[config.mk]
export PLATFORM = sky130hd
export DESIGN_NAME = hashed_command_table
export DESIGN_NICKNAME = d
export VERILOG_FILES = /design/src/rtl/core/hct_pkg.sv /design/src/rtl/core/hashed_command_table.sv /design/src/rtl/core/hct_front.sv /design/src/rtl/core/hct_queue.sv /design/src/rtl/core/hct_back.sv
export SDC_FILE = /design/constraint.sdc
export NUM_CORES = 2
export LEC_CHECK = 0
export ABC_AREA = 1
export BUFFER_PORTS_ARGS = -buffer_cell sky130_fd_sc_hd__buf_2
export CORE_MARGIN = 2
export CORE_UTILIZATION = 25
export CTS_BUF_LIST = sky130_fd_sc_hd__clkbuf_4 sky130_fd_sc_hd__clkbuf_8
export DETAILED_ROUTE_END_ITERATION = 10
export PLACE_DENSITY_LB_ADDON = 0.15
export SLEW_MARGIN = 30
export SYNTH_ARGS = -nofsm -noshare
export SYNTH_HDL_FRONTEND = slang
export SYNTH_HIERARCHICAL = 1
export SYNTH_SLANG_ARGS = --single-unit
[constraint.sdc]
create_clock -name clk -period 7.7 [get_ports clk]
set_input_delay 1.925 -clock clk [delete_from_list [all_inputs] [get_ports clk]]
set_output_delay 1.925 -clock clk [all_outputs]
set_load 0.01 [all_outputs]
[src/rtl/core/hct_pkg.sv]
// hct_pkg: shared types and constants of the hashed command table.
// Holds the port payload structs, the queue entry, the back-end state enum and the FNV-1a step.
// No dependencies.
package hct_pkg;

  localparam int unsigned HASH_W      = 32;
  localparam logic [HASH_W-1:0] FNV_PRIME = 32'd16777619;
  localparam logic [HASH_W-1:0] FNV_BASIS = 32'd2166136261;
  localparam logic [15:0] BAD_CLUSTER = 16'hFFFF;
  localparam logic [7:0]  BAD_COMMAND = 8'hFF;

  typedef enum logic [1:0] {
    MODE_INSERT   = 2'd0,
    MODE_RETRIEVE = 2'd1,
    MODE_REMOVE   = 2'd2,
    MODE_UNUSED   = 2'd3
  } hct_mode_t;

  typedef struct packed {
    logic [1:0]  mode;
    logic [7:0]  key_byte;
    logic        key_last;
    logic [15:0] cluster_in;
    logic [7:0]  command_in;
  } hct_in_t;

  typedef struct packed {
    logic        status;
    logic [15:0] cluster_out;
    logic [7:0]  command_out;
  } hct_out_t;

  typedef struct packed {
    logic [HASH_W-1:0] hash;
    logic [1:0]        mode;
    logic [15:0]       cluster;
    logic [7:0]        command;
  } hct_job_t;

  typedef struct packed {
    logic [15:0] cluster;
    logic [7:0]  command;
  } hct_slot_t;

  typedef struct packed {
    logic     push;
    hct_job_t job;
  } hct_push_t;

  typedef enum logic [2:0] {
    B_CLEAR,
    B_IDLE,
    B_DIV,
    B_ACCESS,
    B_RESP
  } hct_bstate_t;

  function automatic logic [HASH_W-1:0] fnv_mix(input logic [HASH_W-1:0] h,
                                                input logic [7:0] b);
    logic [HASH_W-1:0] x;
    x = h ^ {{(HASH_W-8){1'b0}}, b};
    return x * FNV_PRIME;
  endfunction

endpackage

[src/rtl/core/hashed_command_table.sv]
// hashed_command_table: FNV-1a keyed direct-mapped command table, top level.
// Key bytes transfer at one per cycle while busy is low; the back end takes a finished key from
// the queue when idle and strobes its result after the access state, preceded, unless
// TABLE_ENTRIES is a power of two, by the reciprocal-multiply remainder steps LO, HI, SUB, FIX.
// A two-entry queue holds finished keys; busy rises while it is full. The receiver cannot stall.
// After reset, busy stays high while every slot of the memory is cleared.
// Depends on hct_pkg, hct_front, hct_queue, hct_back.
module hashed_command_table #(
  parameter int unsigned TABLE_ENTRIES = 64,
  parameter int unsigned KEY_BYTES     = 32
) (
  input  logic              clk,
  input  logic              rst_n,
  input  logic              start,
  output logic              busy,
  input  hct_pkg::hct_in_t  in_data,
  output logic              out_strobe,
  output hct_pkg::hct_out_t out_data
);
  import hct_pkg::*;

  hct_push_t push;
  hct_job_t  head;
  logic      empty, full, pop, clearing, accept;

  assign busy   = clearing | full;
  assign accept = start & ~busy;

  hct_front #(
    .KEY_BYTES(KEY_BYTES)
  ) u_front (
    .clk    (clk),
    .rst_n  (rst_n),
    .accept (accept),
    .in_data(in_data),
    .push_o (push)
  );

  hct_queue u_queue (
    .clk   (clk),
    .rst_n (rst_n),
    .push_i(push),
    .pop   (pop),
    .head  (head),
    .empty (empty),
    .full  (full)
  );

  hct_back #(
    .TABLE_ENTRIES(TABLE_ENTRIES)
  ) u_back (
    .clk       (clk),
    .rst_n     (rst_n),
    .head      (head),
    .empty     (empty),
    .pop       (pop),
    .clearing  (clearing),
    .out_strobe(out_strobe),
    .out_data  (out_data)
  );

endmodule

[src/rtl/core/hct_front.sv]
// hct_front: accepts key bytes, folds up to KEY_BYTES of them into the FNV-1a hash,
// and pushes one job per key into the queue on the last byte.
// Depends on hct_pkg.
module hct_front #(
  parameter int unsigned KEY_BYTES = 32
) (
  input  logic               clk,
  input  logic               rst_n,
  input  logic               accept,
  input  hct_pkg::hct_in_t   in_data,
  output hct_pkg::hct_push_t push_o
);
  import hct_pkg::*;

  localparam int unsigned BW = $clog2(KEY_BYTES + 1);

  logic [HASH_W-1:0] hash_r, hash_nxt, mixed;
  logic [BW-1:0]     cnt_r, cnt_nxt;
  logic              take;

  always_comb begin
    take     = cnt_r < BW'(KEY_BYTES);
    mixed    = take ? fnv_mix(hash_r, in_data.key_byte) : hash_r;
    hash_nxt = hash_r;
    cnt_nxt  = cnt_r;
    if (accept) begin
      if (in_data.key_last) begin
        hash_nxt = FNV_BASIS;
        cnt_nxt  = '0;
      end else begin
        hash_nxt = mixed;
        cnt_nxt  = take ? cnt_r + BW'(1) : cnt_r;
      end
    end
  end

  always_comb begin
    push_o.push        = accept & in_data.key_last;
    push_o.job.hash    = mixed;
    push_o.job.mode    = in_data.mode;
    push_o.job.cluster = in_data.cluster_in;
    push_o.job.command = in_data.command_in;
  end

  always_ff @(posedge clk) begin
    if (!rst_n) begin
      hash_r <= FNV_BASIS;
      cnt_r  <= '0;
    end else begin
      hash_r <= hash_nxt;
      cnt_r  <= cnt_nxt;
    end
  end

endmodule

[src/rtl/core/hct_queue.sv]
// hct_queue: two-entry job queue between the hashing front and the table back end.
// Depends on hct_pkg.
module hct_queue (
  input  logic               clk,
  input  logic               rst_n,
  input  hct_pkg::hct_push_t push_i,
  input  logic               pop,
  output hct_pkg::hct_job_t  head,
  output logic               empty,
  output logic               full
);
  import hct_pkg::*;

  hct_job_t   ent_r [2];
  logic       wr_ptr_r, rd_ptr_r;
  logic [1:0] cnt_r, cnt_nxt;
  logic       do_push, do_pop;

  assign empty   = cnt_r == 2'd0;
  assign full    = cnt_r == 2'd2;
  assign head    = ent_r[rd_ptr_r];
  assign do_push = push_i.push & ~full;
  assign do_pop  = pop & ~empty;

  always_comb begin
    cnt_nxt = cnt_r;
    if (do_push && !do_pop) begin
      cnt_nxt = cnt_r + 2'd1;
    end else if (!do_push && do_pop) begin
      cnt_nxt = cnt_r - 2'd1;
    end
  end

  always_ff @(posedge clk) begin
    if (do_push) begin
      ent_r[wr_ptr_r] <= push_i.job;
    end
  end

  always_ff @(posedge clk) begin
    if (!rst_n) begin
      wr_ptr_r <= 1'b0;
      rd_ptr_r <= 1'b0;
      cnt_r    <= 2'd0;
    end else begin
      if (do_push) wr_ptr_r <= ~wr_ptr_r;
      if (do_pop)  rd_ptr_r <= ~rd_ptr_r;
      cnt_r <= cnt_nxt;
    end
  end

endmodule

[src/rtl/core/hct_back.sv]
// hct_back: clears the slot memory after reset, reduces each job's hash to a slot (reciprocal
// multiply in steps LO, HI, SUB, FIX unless the table size is a power of two), runs the operation.
// Depends on hct_pkg.
module hct_back #(
  parameter int unsigned TABLE_ENTRIES = 64
) (
  input  logic              clk,
  input  logic              rst_n,
  input  hct_pkg::hct_job_t head,
  input  logic              empty,
  output logic              pop,
  output logic              clearing,
  output logic              out_strobe,
  output hct_pkg::hct_out_t out_data
);
  import hct_pkg::*;

  localparam int unsigned SW   = $clog2(TABLE_ENTRIES);
  localparam int unsigned RW   = SW + 1;
  localparam bit          POW2 = (TABLE_ENTRIES & (TABLE_ENTRIES - 1)) == 0;
  localparam int unsigned PW   = 2 * HASH_W + 1;
  localparam int unsigned LO_W = 17;
  localparam int unsigned HI_W = HASH_W + 1 - LO_W;
  localparam logic [PW-1:0]   RECIP    = (PW'(1) << (HASH_W + SW)) / PW'(TABLE_ENTRIES);
  localparam logic [LO_W-1:0] RECIP_LO = RECIP[LO_W-1:0];
  localparam logic [HI_W-1:0] RECIP_HI = RECIP[HASH_W:LO_W];
  localparam logic [1:0] STEP_LO  = 2'd0;
  localparam logic [1:0] STEP_HI  = 2'd1;
  localparam logic [1:0] STEP_SUB = 2'd2;
  localparam logic [1:0] STEP_FIX = 2'd3;

  hct_slot_t mem [TABLE_ENTRIES];

  hct_bstate_t         state_r, state_nxt;
  hct_job_t            job_r;
  logic [1:0]          step_r;
  logic [PW-1:0]       acc_r;
  logic [HASH_W-1:0]   part_r;
  logic [SW-1:0]       rem_r, clr_r;
  logic [SW-1:0]       cnt_r;
  logic                status_r;
  hct_slot_t           rd_r;

  logic [HASH_W+LO_W-1:0] prod_lo;
  logic [HASH_W+HI_W-1:0] prod_hi;
  logic [HASH_W-1:0]   quo, quo_n;
  logic                ins_ok, mem_we;
  logic [SW-1:0]       mem_addr;
  hct_slot_t           mem_wdata;

  always_comb begin
    prod_lo = (HASH_W+LO_W)'(job_r.hash) * (HASH_W+LO_W)'(RECIP_LO);
    prod_hi = (HASH_W+HI_W)'(job_r.hash) * (HASH_W+HI_W)'(RECIP_HI);
    quo     = HASH_W'(acc_r >> (HASH_W + SW));
    quo_n   = quo * HASH_W'(TABLE_ENTRIES);
    ins_ok  = (job_r.cluster != BAD_CLUSTER) && (job_r.command != BAD_COMMAND) &&
              (({1'b0, cnt_r} + RW'(1)) < RW'(TABLE_ENTRIES));
  end

  always_comb begin
    state_nxt = state_r;
    unique case (state_r)
      B_CLEAR: begin
        if (clr_r == SW'(TABLE_ENTRIES - 1)) state_nxt = B_IDLE;
      end
      B_IDLE: begin
        if (!empty) state_nxt = POW2 ? B_ACCESS : B_DIV;
      end
      B_DIV: begin
        if (step_r == STEP_FIX) state_nxt = B_ACCESS;
      end
      B_ACCESS: state_nxt = B_RESP;
      B_RESP:   state_nxt = B_IDLE;
      default:  state_nxt = B_IDLE;
    endcase
  end

  always_comb begin
    pop        = 1'b0;
    clearing   = 1'b0;
    out_strobe = 1'b0;
    mem_we     = 1'b0;
    mem_addr   = rem_r;
    mem_wdata  = '0;
    out_data   = '0;
    unique case (state_r)
      B_CLEAR: begin
        clearing  = 1'b1;
        mem_we    = 1'b1;
        mem_addr  = clr_r;
        mem_wdata = '{cluster: BAD_CLUSTER, command: BAD_COMMAND};
      end
      B_IDLE: pop = ~empty;
      B_DIV: ;
      B_ACCESS: begin
        if (job_r.mode == MODE_INSERT) begin
          mem_we    = ins_ok;
          mem_wdata = '{cluster: job_r.cluster, command: job_r.command};
        end else if (job_r.mode == MODE_REMOVE) begin
          mem_we = 1'b1;
        end
      end
      B_RESP: begin
        out_strobe      = 1'b1;
        out_data.status = status_r;
        if (job_r.mode == MODE_RETRIEVE) begin
          out_data.cluster_out = rd_r.cluster;
          out_data.command_out = rd_r.command;
        end
      end
      default: ;
    endcase
  end

  always_ff @(posedge clk) begin
    if (mem_we) begin
      mem[mem_addr] <= mem_wdata;
    end
    rd_r <= mem[mem_addr];
  end

  always_ff @(posedge clk) begin
    if (state_r == B_IDLE && !empty) begin
      job_r  <= head;
      step_r <= STEP_LO;
      rem_r  <= POW2 ? head.hash[SW-1:0] : '0;
    end else if (state_r == B_DIV) begin
      step_r <= step_r + 2'd1;
      case (step_r)
        STEP_LO:  acc_r  <= PW'(prod_lo);
        STEP_HI:  acc_r  <= acc_r + (PW'(prod_hi) << LO_W);
        STEP_SUB: part_r <= job_r.hash - quo_n;
        default: begin
          rem_r <= (part_r >= HASH_W'(TABLE_ENTRIES)) ?
                   SW'(part_r - HASH_W'(TABLE_ENTRIES)) : SW'(part_r);
        end
      endcase
    end
    if (state_r == B_ACCESS) begin
      case (job_r.mode)
        MODE_INSERT:                status_r <= ~ins_ok;
        MODE_RETRIEVE, MODE_REMOVE: status_r <= 1'b0;
        default:                    status_r <= 1'b1;
      endcase
    end
  end

  always_ff @(posedge clk) begin
    if (!rst_n) begin
      state_r <= B_CLEAR;
      clr_r   <= '0;
      cnt_r   <= '0;
    end else begin
      state_r <= state_nxt;
      if (state_r == B_CLEAR) clr_r <= clr_r + SW'(1);
      if (state_r == B_ACCESS && job_r.mode == MODE_INSERT && ins_ok) begin
        cnt_r <= cnt_r + SW'(1);
      end
    end
  end

endmodule

==> metrics list <==
- Cell class contributing the biggest share of worst-path delay: simple AND/OR/NAND/NOR gates
- Placed Cells: 10430
- Setup crit start kind: flip-flop
* Setup Total Neg Slack: 0 ns
* Crit path buf inv count: 3
- Count of input and output buffers: 62
- Number of setup violations in the final report: 0
- Area Overhead vs Synth: 16.01%
- Max H-tree Level: 5
* Cell area after synthesis: 0.07339 sq mm
- The longest clock path from root to sink contains 4 buffers.
* Power density over the cells: 311.0 mW/mm^2
* Half-perimeter wire length after detailed placement: 125.0 mm
- Overall fraction of global-route tracks in use: 15.09%
- Max rail drop VDD: 0.2035 mV
* CTS buffer count: 332
* Height of the die: 545.8 um
* Max-slew violation count: 0
* Vias: 46550
* Leftover overflow at the end of global routing: 0
* Remaining design rule violation count: 0
- Post-synthesis cell count: 6685
- Vias per std cell: 4.230
- Unrepaired setup endpoints after global routing: false
* Crit path time final: 4.992 ns
* Clock tree from TritonCTS: built
- The layer flagged by global routing as most heavily used is met2.
- Core ar.: 0.2916 sq mm
- Clock transition at the registers of the reported paths: 0.05 ns
- The pre-antenna-repair detailed-routing pass consisted of 5 iterations.
- Routing usage on met1: 20.50%
- Tightest Hold Check Type: reg2reg
- Top achievable clock speed: 0.2003 GHz
- Prior to clock tree synthesis, the placed netlist has a worst setup slack of 2.617 ns.
- In this run the static leakage power is 33.43 nW.
* Min Hold Slack: 0.4159 ns
- At the worst endpoint, the required time is 8.58 ns.
- By instance count, the cell type seen most on the critical path is sky130_fd_sc_hd__nand2_1.
* Largest net degree at the start of global routing: 160
* Fraction of final layout cells with drive strength greater than 1: 12.70%
* Number of global-route vias before repair: 45050
- For this design the top-level I/O count stands at 65.
* Hold Fails Final Rpt: 0
- Maximum Capacitance Violations: 0
- Later-pin clock latency in the skew report: 1.06 ns
- The signal on the critical path passes through inv_2, nand2_2, nand2_8, nand2_8, buf_4, buf_4, nand2_1, nand3_1, nand2_1, o21ai_0, nand2_1, nor2_1, nand2_1.
* Critical Path Fanout Max: 69
- The worst pin sits at a relative slew slack of 25.96%.
- Wire length after detailed routing: 229.5 mm
* Starting density of the core: 25.17%
- Final worst clock skew: 0.04996 ns
- Number of buffers added to fix hold violations after cts: 0
* Slew at the pin closest to its max-slew limit: 1.099 ns
* CTS sink cnt: 1703
- Root buffer cell: sky130_fd_sc_hd__clkbuf_8
* Highest cell delay on the worst timing path: 0.78 ns
- Placer Congestion: 0.7465
- Post-route non-filler standard cell count: 11000
- Final clock period utilization by the worst path: 64.84%
- After floorplanning, the core was divided into 198 placement rows.
- Synthesized area divided by synthesized cell count: 10.98 sq um
* Die ar.: 0.2979 sq mm
- Worst path slowest cell: sky130_fd_sc_hd__nor2_1
* Initial DRC Count: 3306
- Synthesized netlist net count: 6748
* Met3 layer usage reported by global route: 2.380%
- Data on the critical path arrives at its endpoint at 5.87 ns.
* Run status: complete, no violations
- From left edge to right edge, the die measures 545.8 um.
* Post-CTS Resized: 0
- Total number of yosys warnings: 6
- The count of nets left with antenna violations once routing finished came out at 0.
* Crit Path Class: reg2reg
- In the global route stage, met2 resource usage came out at 24.64%.
- Setup slack of the critical path after layout: 2.708 ns
- The final layout contains 6932 nets.
* Global-route wire length before repair: 327.1 mm
- Once the clock tree was built, the setup fixing pass inserted 0 buffers.
* Antenna violations before repair: 9
- Setup crit end kind: flip-flop
- Wire length per cell: 20.86 um
-- sequential cells by signal, indices dropped and copies added, names as in the netlist, 3 cells and up, named ones only --
name / cells
u_front/cnt_r: 6
u_back/mem: 1536
u_back/job_r: 32
u_back/cnt_r: 6
u_front/hash_r: 6
u_back/part_r: 6
u_back/rem_r: 6
u_back/state_r: 3
u_queue/ent_r: 64
u_back/clr_r: 6
u_back/rd_r: 24
-- through the flow --
stage | cell area (sq um) | utilization, % | power (W)
2_1_floorplan | 73390 | - | 0.01528
3_3_place_gp | 78280 | 26.85 | 0.01817
3_5_place_dp | 78870 | 27.05 | 0.01824
4_1_cts | 84940 | 29.13 | 0.02694
5_1_grt | 85100 | 29.19 | 0.02792
6_report | 85130 | 29.20 | 0.02648
-- path summary, 6_finish.rpt --
check / startpoint / end / slack, ns / cells after the start
setup / recovery: u_back/state_r[2] / u_back/rd_r[9] / 2.71 / 13
hold / removal: u_back/job_r[28] / u_back/part_r[2] / 0.42 / 0
setup reg to reg: u_back/state_r[2] / u_back/rd_r[9] / 2.71 / 13
hold reg to reg: u_back/job_r[28] / u_back/part_r[2] / 0.42 / 0
-- cell type report --
| type | instances | area (sq um) |
|---|---|---|
| fill | 29980 | 206500 |
| sequential | 1703 | 50560 |
| multi-input combinational | 3481 | 17250 |
| timing repair buffer | 217 | 2076 |
| inverter | 1134 | 4267 |
| tap | 3900 | 4880 |
| clock buffer | 472 | 5677 |
| antenna | 16 | 40.04 |
| clock inverter | 81 | 389.1 |
-- report_power, final --
group / internal, W / leakage, nW / total [W] / switching, W
clock: 0.00472 / 3.22 / 0.00856 / 0.00384
sequential: 0.0111 / 14.7 / 0.0112 / 0.000121
combinational: 0.00149 / 15.5 / 0.00673 / 0.00524
total: 0.0173 / 33.4 / 0.0265 / 0.00920
-- placed cells by master (no fill, tap or decap), types with 3 or more instances in the layout --
cell type                    count
sky130_fd_sc_hd__mux2_4          4
sky130_fd_sc_hd__xor2_1          8
sky130_fd_sc_hd__xnor2_1         3
sky130_fd_sc_hd__edfxtp_1     1645
sky130_fd_sc_hd__buf_4         118
sky130_fd_sc_hd__nor2_2         42
sky130_fd_sc_hd__nand3_1       760
sky130_fd_sc_hd__or2_2          22
sky130_fd_sc_hd__nor3_4          8
sky130_fd_sc_hd__mux2_2         28
sky130_fd_sc_hd__buf_16         22
sky130_fd_sc_hd__diode_2        16
sky130_fd_sc_hd__ha_1           24
sky130_fd_sc_hd__nor2_1        107
sky130_fd_sc_hd__clkinvlp_4      8
sky130_fd_sc_hd__nand3b_1      387
sky130_fd_sc_hd__or2_0          50
sky130_fd_sc_hd__clkbuf_8      341
sky130_fd_sc_hd__buf_6           3
sky130_fd_sc_hd__nand2_1      1690
sky130_fd_sc_hd__inv_1        1119
sky130_fd_sc_hd__a21oi_1        24
sky130_fd_sc_hd__clkbuf_4      131
sky130_fd_sc_hd__buf_12         12
sky130_fd_sc_hd__o21ai_0       121
sky130_fd_sc_hd__clkinv_2       15
sky130_fd_sc_hd__o21ai_1        89
sky130_fd_sc_hd__clkinv_1       57
sky130_fd_sc_hd__nand2_2        27
sky130_fd_sc_hd__o21ai_4         4
sky130_fd_sc_hd__nor3b_1         3
sky130_fd_sc_hd__dfxtp_1        58
sky130_fd_sc_hd__nor3_1          4
sky130_fd_sc_hd__buf_2          62
sky130_fd_sc_hd__nor2_4         34
sky130_fd_sc_hd__nand4_1         8
sky130_fd_sc_hd__inv_2          11
sky130_fd_sc_hd__o211ai_1       24
-- layer usage --
layer,wire length [um],up-vias
li1,-,22400
met1,106200,22860
met2,107800,955
met3,9659,329
met4,5855,0
met5,0,-
No activity file was read; power rests on OpenSTA's default activity.
